[src/design/twtq_pkg.sv]
// Shared command codes and result flag type for the timer heap queue.
`default_nettype none

package twtq_pkg;

    localparam int CMD_W = 2;

    typedef logic [CMD_W-1:0] cmd_t;

    localparam cmd_t CMD_PUSH = 2'd0;
    localparam cmd_t CMD_FIRE = 2'd1;
    localparam cmd_t CMD_POP  = 2'd2;

    typedef struct packed {
        logic accepted;
        logic overflow;
        logic fired;
    } res_flags_t;

endpackage

`default_nettype wire

[src/design/twtq_mem.sv]
// Heap entry storage: one write port, one read port with registered read data.
`default_nettype none

module twtq_mem #(
    parameter int DEPTH  = 16,
    parameter int ADDR_W = 4,
    parameter int DATA_W = 24
) (
    input  wire logic              clk,
    input  wire logic              we,
    input  wire logic [ADDR_W-1:0] waddr,
    input  wire logic [DATA_W-1:0] wdata,
    input  wire logic [ADDR_W-1:0] raddr,
    output logic      [DATA_W-1:0] rdata
);

    logic [DATA_W-1:0] mem [DEPTH];
    logic [DATA_W-1:0] rdata_reg;

    always_ff @(posedge clk)
    begin
        if (we)
        begin
            mem[waddr] <= wdata;
        end
        rdata_reg <= mem[raddr];
    end

    assign rdata = rdata_reg;

endmodule

`default_nettype wire

[src/design/twtq_cmp.sv]
// Shared wrapped-distance comparator: (a - a_base) < (b - b_base), modulo 2^TIME_BITS.
`default_nettype none

module twtq_cmp #(
    parameter int TIME_BITS = 16
) (
    input  wire logic [TIME_BITS-1:0] a,
    input  wire logic [TIME_BITS-1:0] a_base,
    input  wire logic [TIME_BITS-1:0] b,
    input  wire logic [TIME_BITS-1:0] b_base,
    output logic                      lt
);

    logic [TIME_BITS-1:0] dist_a;
    logic [TIME_BITS-1:0] dist_b;

    assign dist_a = a - a_base;
    assign dist_b = b - b_base;
    assign lt     = (dist_a < dist_b);

endmodule

`default_nettype wire

[src/design/wrapping_time_priority_queue_top.sv]
// Timer event queue kept as a binary min-heap in a single-port-read RAM.
`default_nettype none

// Timer queue as a binary min-heap: slot 0 is the root, slot 1 its only child,
// slot i (i >= 1) has children 2i and 2i+1. Commands: push (due = time_now +
// delay), fire (remove root if due) and pop (remove root). One command is in
// work at a time; cmd_ready is low from acceptance until the result beat is
// loaded into the output register. Each level a push climbs costs one RAM read
// and one pass through the shared wrapped-distance comparator; each level a
// removal sinks costs two reads and two passes (one of each at slot 1). A result
// beat may wait in the output register while the next command is accepted and
// worked on.
module wrapping_time_priority_queue_top
    import twtq_pkg::*;
#(
    parameter int CAPACITY    = 16,
    parameter int TIME_BITS   = 16,
    parameter int HANDLE_BITS = 8
) (
    input  wire logic                             clk,
    input  wire logic                             rst_n,
    input  wire logic                             cmd_valid,
    output logic                                  cmd_ready,
    input  wire logic [CMD_W-1:0]                 command,
    input  wire logic [TIME_BITS-1:0]             time_now,
    input  wire logic [TIME_BITS-1:0]             delay,
    input  wire logic [HANDLE_BITS-1:0]           handle,
    output logic                                  res_valid,
    input  wire logic                             res_ready,
    output logic                                  accepted,
    output logic                                  overflow,
    output logic                                  fired,
    output logic [HANDLE_BITS-1:0]                fired_handle,
    output logic [TIME_BITS-1:0]                  fired_time,
    output logic [$clog2(CAPACITY+1)-1:0]         entries
);

    localparam int ADDR_W = $clog2(CAPACITY);
    localparam int CNT_W  = $clog2(CAPACITY + 1);
    localparam int IDX_W  = CNT_W + 1;
    localparam int DATA_W = TIME_BITS + HANDLE_BITS;

    localparam logic [CNT_W-1:0]     CAP_CNT   = CNT_W'(CAPACITY);
    localparam logic [CNT_W-1:0]     CNT_ONE   = CNT_W'(1);
    localparam logic [IDX_W-1:0]     IDX_ONE   = IDX_W'(1);
    localparam logic [TIME_BITS-1:0] DUE_LIMIT = {1'b0, {(TIME_BITS-1){1'b1}}};

    typedef enum logic [3:0] {
        S_IDLE,
        S_PUSH_CMP,
        S_PUSH_WR,
        S_ROOT,
        S_LAST,
        S_RD_A,
        S_RD_B,
        S_SINK,
        S_FIN,
        S_OUT
    } state_t;

    state_t                   state_reg,     state_next;
    cmd_t                     cmd_reg,       cmd_next;
    logic [TIME_BITS-1:0]     now_reg,       now_next;
    logic [TIME_BITS-1:0]     delay_reg,     delay_next;
    logic [HANDLE_BITS-1:0]   hnd_reg,       hnd_next;
    logic [CNT_W-1:0]         count_reg,     count_next;
    logic [IDX_W-1:0]         idx_reg,       idx_next;
    logic [CNT_W-1:0]         last_idx_reg,  last_idx_next;
    logic [DATA_W-1:0]        root_reg,      root_next;
    logic [DATA_W-1:0]        last_reg,      last_next;
    logic [DATA_W-1:0]        cand_reg,      cand_next;
    res_flags_t               flags_reg,     flags_next;
    logic                     res_valid_reg, res_valid_next;
    res_flags_t               out_flags_reg, out_flags_next;
    logic [HANDLE_BITS-1:0]   out_hnd_reg,   out_hnd_next;
    logic [TIME_BITS-1:0]     out_time_reg,  out_time_next;
    logic [CNT_W-1:0]         out_cnt_reg,   out_cnt_next;

    logic                     mem_we;
    logic [ADDR_W-1:0]        mem_waddr;
    logic [DATA_W-1:0]        mem_wdata;
    logic [ADDR_W-1:0]        mem_raddr;
    logic [DATA_W-1:0]        mem_rdata;

    logic [TIME_BITS-1:0]     cmp_a;
    logic [TIME_BITS-1:0]     cmp_a_base;
    logic [TIME_BITS-1:0]     cmp_b;
    logic [TIME_BITS-1:0]     cmp_b_base;
    logic                     cmp_lt;

    logic [IDX_W-1:0]         idx_half;
    logic [IDX_W-1:0]         idx_quarter;
    logic [IDX_W-1:0]         idx_inc;
    logic [IDX_W-1:0]         idx_dbl;
    logic [CNT_W-1:0]         cnt_inc;
    logic [CNT_W-1:0]         cnt_dec;
    logic [CNT_W-1:0]         cnt_half;
    logic [DATA_W-1:0]        new_entry;
    logic [TIME_BITS-1:0]     rd_when;
    logic [TIME_BITS-1:0]     root_when;

    twtq_mem #(
        .DEPTH  (CAPACITY),
        .ADDR_W (ADDR_W),
        .DATA_W (DATA_W)
    ) u_mem (
        .clk   (clk),
        .we    (mem_we),
        .waddr (mem_waddr),
        .wdata (mem_wdata),
        .raddr (mem_raddr),
        .rdata (mem_rdata)
    );

    twtq_cmp #(
        .TIME_BITS (TIME_BITS)
    ) u_cmp (
        .a      (cmp_a),
        .a_base (cmp_a_base),
        .b      (cmp_b),
        .b_base (cmp_b_base),
        .lt     (cmp_lt)
    );

    assign idx_half    = idx_reg >> 1;
    assign idx_quarter = idx_reg >> 2;
    assign idx_inc     = idx_reg + IDX_ONE;
    assign idx_dbl     = {idx_reg[IDX_W-2:0], 1'b0};
    assign cnt_inc     = count_reg + CNT_ONE;
    assign cnt_dec     = count_reg - CNT_ONE;
    assign cnt_half    = count_reg >> 1;
    assign new_entry   = {now_reg + delay_reg, hnd_reg};
    assign rd_when     = mem_rdata[DATA_W-1:HANDLE_BITS];
    assign root_when   = root_reg[DATA_W-1:HANDLE_BITS];

    always_comb
    begin
        state_next     = state_reg;
        cmd_next       = cmd_reg;
        now_next       = now_reg;
        delay_next     = delay_reg;
        hnd_next       = hnd_reg;
        count_next     = count_reg;
        idx_next       = idx_reg;
        last_idx_next  = last_idx_reg;
        root_next      = root_reg;
        last_next      = last_reg;
        cand_next      = cand_reg;
        flags_next     = flags_reg;
        res_valid_next = res_valid_reg && !res_ready;
        out_flags_next = out_flags_reg;
        out_hnd_next   = out_hnd_reg;
        out_time_next  = out_time_reg;
        out_cnt_next   = out_cnt_reg;

        mem_we     = 1'b0;
        mem_waddr  = idx_reg[ADDR_W-1:0];
        mem_wdata  = new_entry;
        mem_raddr  = '0;

        cmp_a      = '0;
        cmp_a_base = '0;
        cmp_b      = '0;
        cmp_b_base = '0;

        case (state_reg)
            S_IDLE:
            begin
                if (cmd_valid)
                begin
                    cmd_next   = command;
                    now_next   = time_now;
                    delay_next = delay;
                    hnd_next   = handle;
                    flags_next = '0;
                    case (command)
                        CMD_PUSH:
                        begin
                            if (count_reg == CAP_CNT)
                            begin
                                flags_next.overflow = 1'b1;
                                state_next          = S_OUT;
                            end
                            else if (count_reg == '0)
                            begin
                                // Empty heap: the new entry becomes the root.
                                mem_we              = 1'b1;
                                mem_waddr           = '0;
                                mem_wdata           = {time_now + delay, handle};
                                count_next          = cnt_inc;
                                flags_next.accepted = 1'b1;
                                state_next          = S_OUT;
                            end
                            else
                            begin
                                idx_next   = {1'b0, count_reg};
                                mem_raddr  = cnt_half[ADDR_W-1:0];
                                state_next = S_PUSH_CMP;
                            end
                        end
                        CMD_FIRE, CMD_POP:
                        begin
                            if (count_reg == '0)
                            begin
                                state_next = S_OUT;
                            end
                            else
                            begin
                                mem_raddr  = '0;
                                state_next = S_ROOT;
                            end
                        end
                        default:
                        begin
                            state_next = S_OUT;
                        end
                    endcase
                end
            end

            S_PUSH_CMP:
            begin
                // Parent in mem_rdata; move it down while the new entry is due earlier.
                cmp_a      = delay_reg;
                cmp_b      = rd_when;
                cmp_b_base = now_reg;
                mem_we     = 1'b1;
                if (cmp_lt)
                begin
                    mem_wdata = mem_rdata;
                    idx_next  = idx_half;
                    if (idx_half == '0)
                    begin
                        state_next = S_PUSH_WR;
                    end
                    else
                    begin
                        mem_raddr = idx_quarter[ADDR_W-1:0];
                    end
                end
                else
                begin
                    count_next          = cnt_inc;
                    flags_next.accepted = 1'b1;
                    state_next          = S_OUT;
                end
            end

            S_PUSH_WR:
            begin
                mem_we              = 1'b1;
                count_next          = cnt_inc;
                flags_next.accepted = 1'b1;
                state_next          = S_OUT;
            end

            S_ROOT:
            begin
                root_next  = mem_rdata;
                mem_raddr  = cnt_dec[ADDR_W-1:0];
                cmp_a      = now_reg;
                cmp_a_base = rd_when;
                cmp_b      = DUE_LIMIT;
                if (cmd_reg == CMD_FIRE && !cmp_lt)
                begin
                    state_next = S_OUT;
                end
                else
                begin
                    state_next = S_LAST;
                end
            end

            S_LAST:
            begin
                last_next           = mem_rdata;
                last_idx_next       = cnt_dec;
                idx_next            = IDX_ONE;
                flags_next.accepted = 1'b1;
                flags_next.fired    = 1'b1;
                if (cnt_dec > CNT_ONE)
                begin
                    mem_raddr  = CNT_ONE[ADDR_W-1:0];
                    state_next = S_RD_A;
                end
                else
                begin
                    state_next = S_FIN;
                end
            end

            S_RD_A:
            begin
                cand_next = mem_rdata;
                // Slot 1 has no sibling to weigh against.
                if (idx_reg > IDX_ONE)
                begin
                    mem_raddr  = idx_inc[ADDR_W-1:0];
                    state_next = S_RD_B;
                end
                else
                begin
                    state_next = S_SINK;
                end
            end

            S_RD_B:
            begin
                cmp_a      = rd_when;
                cmp_a_base = root_when;
                cmp_b      = cand_reg[DATA_W-1:HANDLE_BITS];
                cmp_b_base = root_when;
                if (cmp_lt)
                begin
                    cand_next = mem_rdata;
                    idx_next  = idx_inc;
                end
                state_next = S_SINK;
            end

            S_SINK:
            begin
                cmp_a      = last_reg[DATA_W-1:HANDLE_BITS];
                cmp_a_base = root_when;
                cmp_b      = cand_reg[DATA_W-1:HANDLE_BITS];
                cmp_b_base = root_when;
                mem_we     = 1'b1;
                mem_waddr  = idx_half[ADDR_W-1:0];
                if (cmp_lt)
                begin
                    mem_wdata  = last_reg;
                    count_next = last_idx_reg;
                    state_next = S_OUT;
                end
                else
                begin
                    mem_wdata = cand_reg;
                    idx_next  = idx_dbl;
                    if (idx_dbl < {1'b0, last_idx_reg})
                    begin
                        mem_raddr  = idx_dbl[ADDR_W-1:0];
                        state_next = S_RD_A;
                    end
                    else
                    begin
                        state_next = S_FIN;
                    end
                end
            end

            S_FIN:
            begin
                mem_we     = 1'b1;
                mem_waddr  = idx_half[ADDR_W-1:0];
                mem_wdata  = last_reg;
                count_next = last_idx_reg;
                state_next = S_OUT;
            end

            S_OUT:
            begin
                // Hold the result until the output register is free.
                if (!res_valid_reg || res_ready)
                begin
                    res_valid_next = 1'b1;
                    out_flags_next = flags_reg;
                    out_hnd_next   = flags_reg.fired ? root_reg[HANDLE_BITS-1:0] : '0;
                    out_time_next  = flags_reg.fired ? root_when : '0;
                    out_cnt_next   = count_reg;
                    state_next     = S_IDLE;
                end
            end

            default:
            begin
                state_next = S_IDLE;
            end
        endcase
    end

    always_ff @(posedge clk or negedge rst_n)
    begin
        if (!rst_n)
        begin
            state_reg     <= S_IDLE;
            count_reg     <= '0;
            res_valid_reg <= 1'b0;
            flags_reg     <= '0;
        end
        else
        begin
            state_reg     <= state_next;
            count_reg     <= count_next;
            res_valid_reg <= res_valid_next;
            flags_reg     <= flags_next;
        end
    end

    always_ff @(posedge clk)
    begin
        cmd_reg       <= cmd_next;
        now_reg       <= now_next;
        delay_reg     <= delay_next;
        hnd_reg       <= hnd_next;
        idx_reg       <= idx_next;
        last_idx_reg  <= last_idx_next;
        root_reg      <= root_next;
        last_reg      <= last_next;
        cand_reg      <= cand_next;
        out_flags_reg <= out_flags_next;
        out_hnd_reg   <= out_hnd_next;
        out_time_reg  <= out_time_next;
        out_cnt_reg   <= out_cnt_next;
    end

    assign cmd_ready    = (state_reg == S_IDLE);
    assign res_valid    = res_valid_reg;
    assign accepted     = out_flags_reg.accepted;
    assign overflow     = out_flags_reg.overflow;
    assign fired        = out_flags_reg.fired;
    assign fired_handle = out_hnd_reg;
    assign fired_time   = out_time_reg;
    assign entries      = out_cnt_reg;

`ifndef ASSERT_OFF
    a_count_bound: assert property (@(posedge clk) disable iff (!rst_n)
        count_reg <= CAP_CNT)
        else $error("entry count above capacity");

    a_busy_after_accept: assert property (@(posedge clk) disable iff (!rst_n)
        cmd_valid && cmd_ready |=> !cmd_ready)
        else $error("command taken while previous one in work");

    a_overflow_excl: assert property (@(posedge clk) disable iff (!rst_n)
        res_valid && overflow |-> !accepted && !fired && entries == CAP_CNT)
        else $error("overflow beat with inconsistent fields");

    a_no_fire_zero: assert property (@(posedge clk) disable iff (!rst_n)
        res_valid && !fired |-> fired_handle == '0 && fired_time == '0)
        else $error("removed-entry fields set without removal");

    a_count_step: assert property (@(posedge clk) disable iff (!rst_n)
        count_reg != $past(count_reg) |->
            count_reg == $past(count_reg) + CNT_ONE ||
            count_reg == $past(count_reg) - CNT_ONE)
        else $error("entry count moved by more than one");
`endif

endmodule

`default_nettype wire

[config.mk]
export PLATFORM = sky130hd
export DESIGN_NAME = wrapping_time_priority_queue_top
export DESIGN_NICKNAME = d
export VERILOG_FILES = /design/src/design/twtq_pkg.sv /design/src/design/twtq_mem.sv /design/src/design/twtq_cmp.sv /design/src/design/wrapping_time_priority_queue_top.sv
export SDC_FILE = /design/constraint.sdc
export NUM_CORES = 1
export LEC_CHECK = 0
export BUFFER_PORTS_ARGS = -buffer_cell sky130_fd_sc_hd__buf_2
export CORE_ASPECT_RATIO = 1.4
export CORE_MARGIN = 2
export CORE_UTILIZATION = 40
export DETAILED_ROUTE_END_ITERATION = 10
export PLACE_DENSITY = 0.58
export SYNTH_ARGS = -nofsm -noshare
export SYNTH_HDL_FRONTEND = slang
export SYNTH_HIERARCHICAL = 1
export SYNTH_SLANG_ARGS = --single-unit
export TNS_END_PERCENT = 20
[constraint.sdc]
create_clock -name clk -period 6.8 [get_ports clk]
set_input_delay 0 -clock clk [delete_from_list [all_inputs] [get_ports clk]]
set_output_delay 0 -clock clk [all_outputs]
set_load 0.02 [all_outputs]
==> qor.yml, run 1 <==
final.setup.tns_ns: 0
root_buffer: "clkbuf_16"
hold_depth: 2
synthFlopType: "edfxtp_1"
firstDrtPassIters: 10
final.setup_skew_ns: 0.0263
fp-row-count: 111
area_delta_synth_final_pct: 16.1
cp_max_fo: 33
die_h_um: 309
synth.avg_cell_area_um2: 14.8
cts_tree: "built"
violations: "design-rule violations"
synth-edff-count: 541
antenna_found_initial: 1
core_um2: 65600
grt_pass1_wl_mm: 106
worstMarginPinSlew_ns: 1.29
htreeDepth: 2
drive_above_1_share: 0.206
fin_crit_ns: 6.49
run_status: "complete, but fails checks"
drt_first_iter_violations: 1587
dieArea_um2: 68500
syn-num-nets: 1927
largest_reg_flops: 384
netlist_top_cells_area: "edfxtp_1, mux4_2, ha_1, a22oi_1, nand2_1"
ant_nets: 0
grt_pass1_vias: 17200
rsz0062_at_grt: "no"
finalHoldViolCount: 0
seq_area_um2: 17100
worstReg2RegStart: "state_reg[1]"
yosysWarnings: 6
maxCapViolations: 0
arrival_ns: 7.03
routed_wl_mm: 70.4
synth_seq_cells: 578
num_vias: 16600
io_buffers: 79
start_util: 0.405
wire_per_inst_um: 24.6
clk_pin_slew_worst_paths_ns: 0.06
clock_latency_ns: 0.61
numCtsBuffers: 53
ff2ff_path_depth: 26
globalplace.congestion: 0.931
io_pins: 80
avgViaCountPerCell: 5.79
synth.distinct_cells: 89
die_w_um: 222
max_freq_mhz: 154
netlist_area_um2: 26600
critPathKind: "reg2reg"
antenna_cells: 0
startpoint_type: "flop"
setup.worst_path.end_class: "flop"
hold_start: "delay[12]"
n_fill_cell: 5650
largest-register: "u_mem/mem"
r2r_slack_ns: 0.31
grt_max_degree: 44
place_hpwl_mm: 47.6
r2r_end: "u_mem/rdata[0]"
grt_use_total: 0.205
cts_max_path_buffers: 3
synth_area_leader_cell: "edfxtp_1"
synth_top_area_frac: 0.612
setup_violations: 0
required_ns: 7.35
synth_cells: 1789
cts_num_sinks: 578
maxSlewHeadroom: 0.138
route.detailed.drc: 5
multi_input_area_um2: 8950
whs_endpoint: "delay_reg[12]"
grt_overflow: 0
ys_async_sr_fraction: 0.0225
nets: 2114
hold_path.class: "in2reg"
slew_viol_final: 0
period_share: 0.954
cts_setup_buffers: 0
seq_area_frac_synth: 0.642
[metrics by stage]
| step | hold slack, ns | util | area [um^2] | std cells | setup WS, ns |
|---|---|---|---|---|---|
| after floorplan | -0.296 | - | 26600 | 1789 | 0.0149 |
| after global placement | -0.0781 | 0.436 | 28600 | 2722 | 0.352 |
| after detailed placement | -0.0662 | 0.436 | 28600 | 2722 | 0.173 |
| after CTS | 0.101 | 0.470 | 30800 | 2866 | 0.132 |
| after global routing | 0.121 | 0.470 | 30800 | 2866 | 0.0266 |
| final | 0.129 | 0.470 | 30800 | 2866 | 0.313 |
[layer usage]
metal,vias to the layer above,part of all wire,global-route usage
li1,7448,-,-
met1,8477,0.40,0.254
met2,517,0.52,0.375
met3,147,0.044,0.0208
met4,0,0.031,0.0695
met5,-,0,0
[timing repair]
action	CTS	global route
hold buffers	46	0
hold endpoints to repair	110	0
gates resized for setup	0	2
endpoints found under the setup margin	0	70
[cell usage in the layout (no fill, tap or decap), types with 28 or more instances in the layout]
cell type / synthesis / layout
a21oi_1: 85 / 83
a22o_1: 33 / 33
a22oi_1: 72 / 72
and2_1: 30 / 30
buf_2: 18 / 79
buf_4: 0 / 79
clkbuf_16: 0 / 54
dlygate4sd3_1: 0 / 46
edfxtp_1: 541 / 541
ha_1: 88 / 88
inv_1: 67 / 66
mux4_2: 96 / 96
nand2_1: 130 / 130
nand3_1: 34 / 34
nor2_1: 84 / 67
o21ai_0: 79 / 79
xnor2_1: 28 / 28
[area by class of cell]
cell class / count / area share
flip-flops and latches: 578 / 0.553
multi-input cells: 1056 / 0.290
repair buffers: 218 / 0.0561
clock buffers: 75 / 0.0487
well taps: 847 / 0.0344
clock inverters: 23 / 0.00893
inverters: 69 / 0.00840
[cells in the mapped netlist (all sizes together) (28+ instances only)]
cell type,instances
nor2,84
and2,30
mux4,96
inv,69
xnor2,28
edfxtp,541
buf,30
a22o,33
o21ai,94
clkbuf,56
ha,88
a21oi,89
nand3,35
nand2,130
a22oi,72
[worst max-delay path: stages, from the launching register on]
cell and delay (ns):
dfrtp_1 0.45, nand2b_1 0.20, nor3_2 0.38, buf_12 0.26
a22oi_1 0.11, o21ai_0 0.22, ha_1 0.31, nor2b_1 0.14
o31a_1 0.32, o211ai_2 0.26, a21oi_2 0.12, a41oi_2 0.21
xnor2_1 0.15, ha_1 0.27, a21o_1 0.16, a21o_1 0.17
a21oi_1 0.15, o21ai_0 0.13, a21oi_2 0.28, buf_4 0.25
nor3_1 0.08, buf_4 0.15, a221o_1 0.43, nor2b_2 0.80
buf_12 0.25, a22oi_1 0.09, nand2_1 0.08
[worst max-delay path by stage]
stage,start,endpoint,cells after the start
6_report,state_reg[1],u_mem/rdata[0],26
5_1_grt,state_reg[2],u_mem/mem[3][11],22
4_1_cts,state_reg[1],u_mem/mem[14][18],25
3_5_place_dp,state_reg[1],u_mem/mem[15][18],25
3_3_place_gp,state_reg[1],u_mem/rdata[10],26
2_1_floorplan,state_reg[0],u_mem/rdata[10],31
[logic make-up after synthesis]
| kind of cell | share of synthesized area |
|---|---|
| XOR/XNOR | 0.0171 |
| AND/OR/NAND/NOR | 0.0648 |
| adder cells (fa/ha/maj) | 0.0445 |
| flip-flops | 0.642 |
| buffers and inverters | 0.0244 |
| multiplexers | 0.0878 |
| AO/OA/AOI/OAI | 0.119 |
Power of run 1 is left out: the tool's default activity adds up to more than one toggle a clock period on the data nets, which glitch-free logic cannot reach.
==> run 2, diff against run 1 <==
ABC_AREA = 1   (was unset)
==> run 2 against run 1 <==
  * Hold slack got worse by 0.030 ns
  * Via count rose by 34%
  * Routed wire length rose by 23%
  * The run still ends with design-rule violations left
  * Critical path depth rose by 4
  * Critical path type unchanged
  * Non-clock buffer count fell by 43
  * Fmax rose by 2.2%
  * Die area rose by 11%
  * Flip-flop and latch count did not move
  * Register-to-register slack improved by 0.14 ns
  * Design area rose by 8.8%
==> qor.yml, run 2 <==
synth_top_area_frac: 0.553  # was 0.612
setup.worst_path.end_class: "flop"  # unchanged
yosysWarnings: 6  # unchanged
grt_pass1_vias: 21600  # was 17200
routed_wl_mm: 86.6  # was 70.4 mm
core_um2: 72800  # was 65600 um^2
synth-edff-count: 541  # unchanged
maxCapViolations: 0  # unchanged
netlist_area_um2: 29400  # was 26600 um^2
path_common_cell: "nand2_1"
violations: "design-rule violations"  # unchanged
io_buffers: 79  # unchanged
wire_per_inst_um: 19.9  # was 24.6 um
grt.met2_usage: 0.408  # was 0.375
synth_common_cells: "nand2_1, inv_1, edfxtp_1, nand3_1, nor2_1"  # was edfxtp_1, nand2_1, mux4_2, ha_1, a21oi_1
largest-register: "u_mem/mem"  # unchanged
finalHoldViolCount: 0  # unchanged
seq_area_frac_synth: 0.580  # was 0.642
cp_max_fo: 192  # was 33
ant_nets: 0  # unchanged
cp_slowest_cell: "buf_16"  # was nor2b_2
cts_tree: "built"  # unchanged
hold_path.class: "in2reg"  # unchanged
root_buffer: "clkbuf_16"  # unchanged
layout_common_cells: "nand2_1, inv_1, edfxtp_1"  # was edfxtp_1, nand2_1, mux4_2
required_ns: 7.31  # was 7.35 ns
area_delta_synth_final_pct: 14.1  # was 16.1%
synth_cells: 3226  # was 1789
numCtsBuffers: 54  # was 53
critPathKind: "reg2reg"  # unchanged
antenna_cells: 0  # unchanged
grt_overflow: 0  # unchanged
startpoint: "state_reg[3]"  # was state_reg[1]
met3_usage: 0.0298  # was 0.0208
synth_seq_cells: 578  # unchanged
grt-busiest-layer: "met2"  # unchanged
fin_crit_ns: 6.35  # was 6.49 ns
synthFlopType: "edfxtp_1"  # unchanged
clock_latency_ns: 0.63  # was 0.61 ns
antenna_found_initial: 1  # unchanged
die_h_um: 325  # was 309 um
grt_use_total: 0.227  # was 0.205
io_pins: 80  # unchanged
setup_violations: 0  # unchanged
grt_max_degree: 193  # was 44
dieArea_um2: 75700  # was 68500 um^2
synth.avg_cell_area_um2: 9.11  # was 14.8 um^2
grt_use_met1: 0.267  # was 0.254
final.setup_skew_ns: 0.0247  # was 0.0263 ns
maxSlewHeadroom: 0.169  # was 0.138
firstDrtPassIters: 11  # was 10
globalplace.congestion: 1.06  # was 0.931
arrival_ns: 6.86  # was 7.03 ns
hold_start: "handle[0]"  # was delay[12]
clk_pin_slew_worst_paths_ns: 0.07  # was 0.06 ns
start_util: 0.404  # was 0.405
largest_reg_flops: 384  # unchanged
avgViaCountPerCell: 5.12  # was 5.79
startpoint_type: "flop"  # unchanged
slew_viol_final: 0  # unchanged
nets: 3486  # was 2114
syn-num-nets: 3364  # was 1927
htreeDepth: 2  # unchanged
netlist_top_cells_area: "edfxtp_1, nand2_1, inv_1, nand3_1, ha_1"  # was edfxtp_1, mux4_2, ha_1, a22oi_1, nand2_1
place_hpwl_mm: 58.0  # was 47.6 mm
ys_async_sr_fraction: 0.0225  # unchanged
grt_pass1_wl_mm: 129  # was 106 mm
route.detailed.drc: 1  # was 5
synth.most_common_cell: "nand2_1"  # was edfxtp_1
cts_max_path_buffers: 3  # unchanged
period_share: 0.933  # was 0.954
synth_area_leader_cell: "edfxtp_1"  # unchanged
die_w_um: 233  # was 222 um
worstMarginPinSlew_ns: 1.24  # was 1.29 ns
final.setup.tns_ns: 0  # unchanged
max_freq_mhz: 158  # was 154 MHz
final_common_cell: "nand2_1"  # was edfxtp_1
drt_first_iter_violations: 1580  # was 1587
drive_above_1_share: 0.0863  # was 0.206
cts_num_sinks: 578  # unchanged
worstReg2RegStart: "state_reg[3]"  # was state_reg[1]
fp-row-count: 117  # was 111
slowest_delay_ns: 0.60  # was 0.80 ns
rsz0062_at_grt: "no"  # unchanged
num_vias: 22200  # was 16600
run_status: "complete, but fails checks"  # unchanged
synth.distinct_cells: 45  # was 89
## run 2: repair_timing
action | CTS | global route
hold buffers | 46 | 0
hold endpoints to repair | 62 | 0
resized for setup | 0 | 7
setup buffers | 0 | 0
setup endpoints to repair | 0 | 120
## run 2: kinds of logic (layout without fill, tap and decap cells)
kind of cell | count (synthesis) | count (layout) | share of synthesized area
adder cells (fa/ha/maj) | 92 | 92 | 0.0402
buffers and inverters | 697 | 865 | 0.0935
flip-flops | 578 | 578 | 0.580
AND/OR/NAND/NOR | 1618 | 1618 | 0.233
AO/OA/AOI/OAI | 209 | 209 | 0.0443
XOR/XNOR | 32 | 32 | 0.00953
## run 2: through the flow
step	hold WS (ns)	cells	setup slack [ns]	utilization	area, um^2
4_1_cts	0.0684	4346	0.213	0.461	33500
2_1_floorplan	-0.296	3226	1.37	-	29400
3_5_place_dp	-0.0767	4198	0.248	0.427	31100
6_report	0.0992	4346	0.454	0.461	33600
3_3_place_gp	-0.0743	4198	0.217	0.427	31100
5_1_grt	0.0780	4346	0.00502	0.461	33600
## run 2: layout make-up
cell class | instances | area [um^2]
Clock buffer | 70 | 1510
Clock inverter | 32 | 450
Fill cell | 6859 | 39200
Inverter | 588 | 2220
Multi-Input combinational cell | 1951 | 9830
Sequential cell | 578 | 17100
Tap cell | 952 | 1190
Timing Repair Buffer | 175 | 1310
## run 2: final timing paths
check,to,slack [ns],depth (start not counted)
min in group asynchronous,flags_reg[1],0.50,3
max reg2reg,u_mem/rdata[13],0.45,30
max,u_mem/rdata[13],0.45,30
min reg2reg,accepted,0.47,0
max in group asynchronous,count_reg[4],5.86,3
min,hnd_reg[0],0.1,2
## run 2: routing by layer
metal	up-vias	wire length [um]
met2	685	44400
met5	-	0
met3	204	4320
met4	0	4190
met1	10600	33700
li1	10800	-
## run 2: critical path: cells and delay by family, from the launching register on
| kind | cells | cell delay, ns |
|---|---|---|
| adders and majority gates | 2 | 0.71 |
| buffers and inverters | 7 | 1.83 |
| DFF | 1 | 0.39 |
| and+or+nand+nor | 17 | 2.17 |
| AOI/OAI and AO/OA | 4 | 0.86 |
Power of run 2 is left out for the same reason.
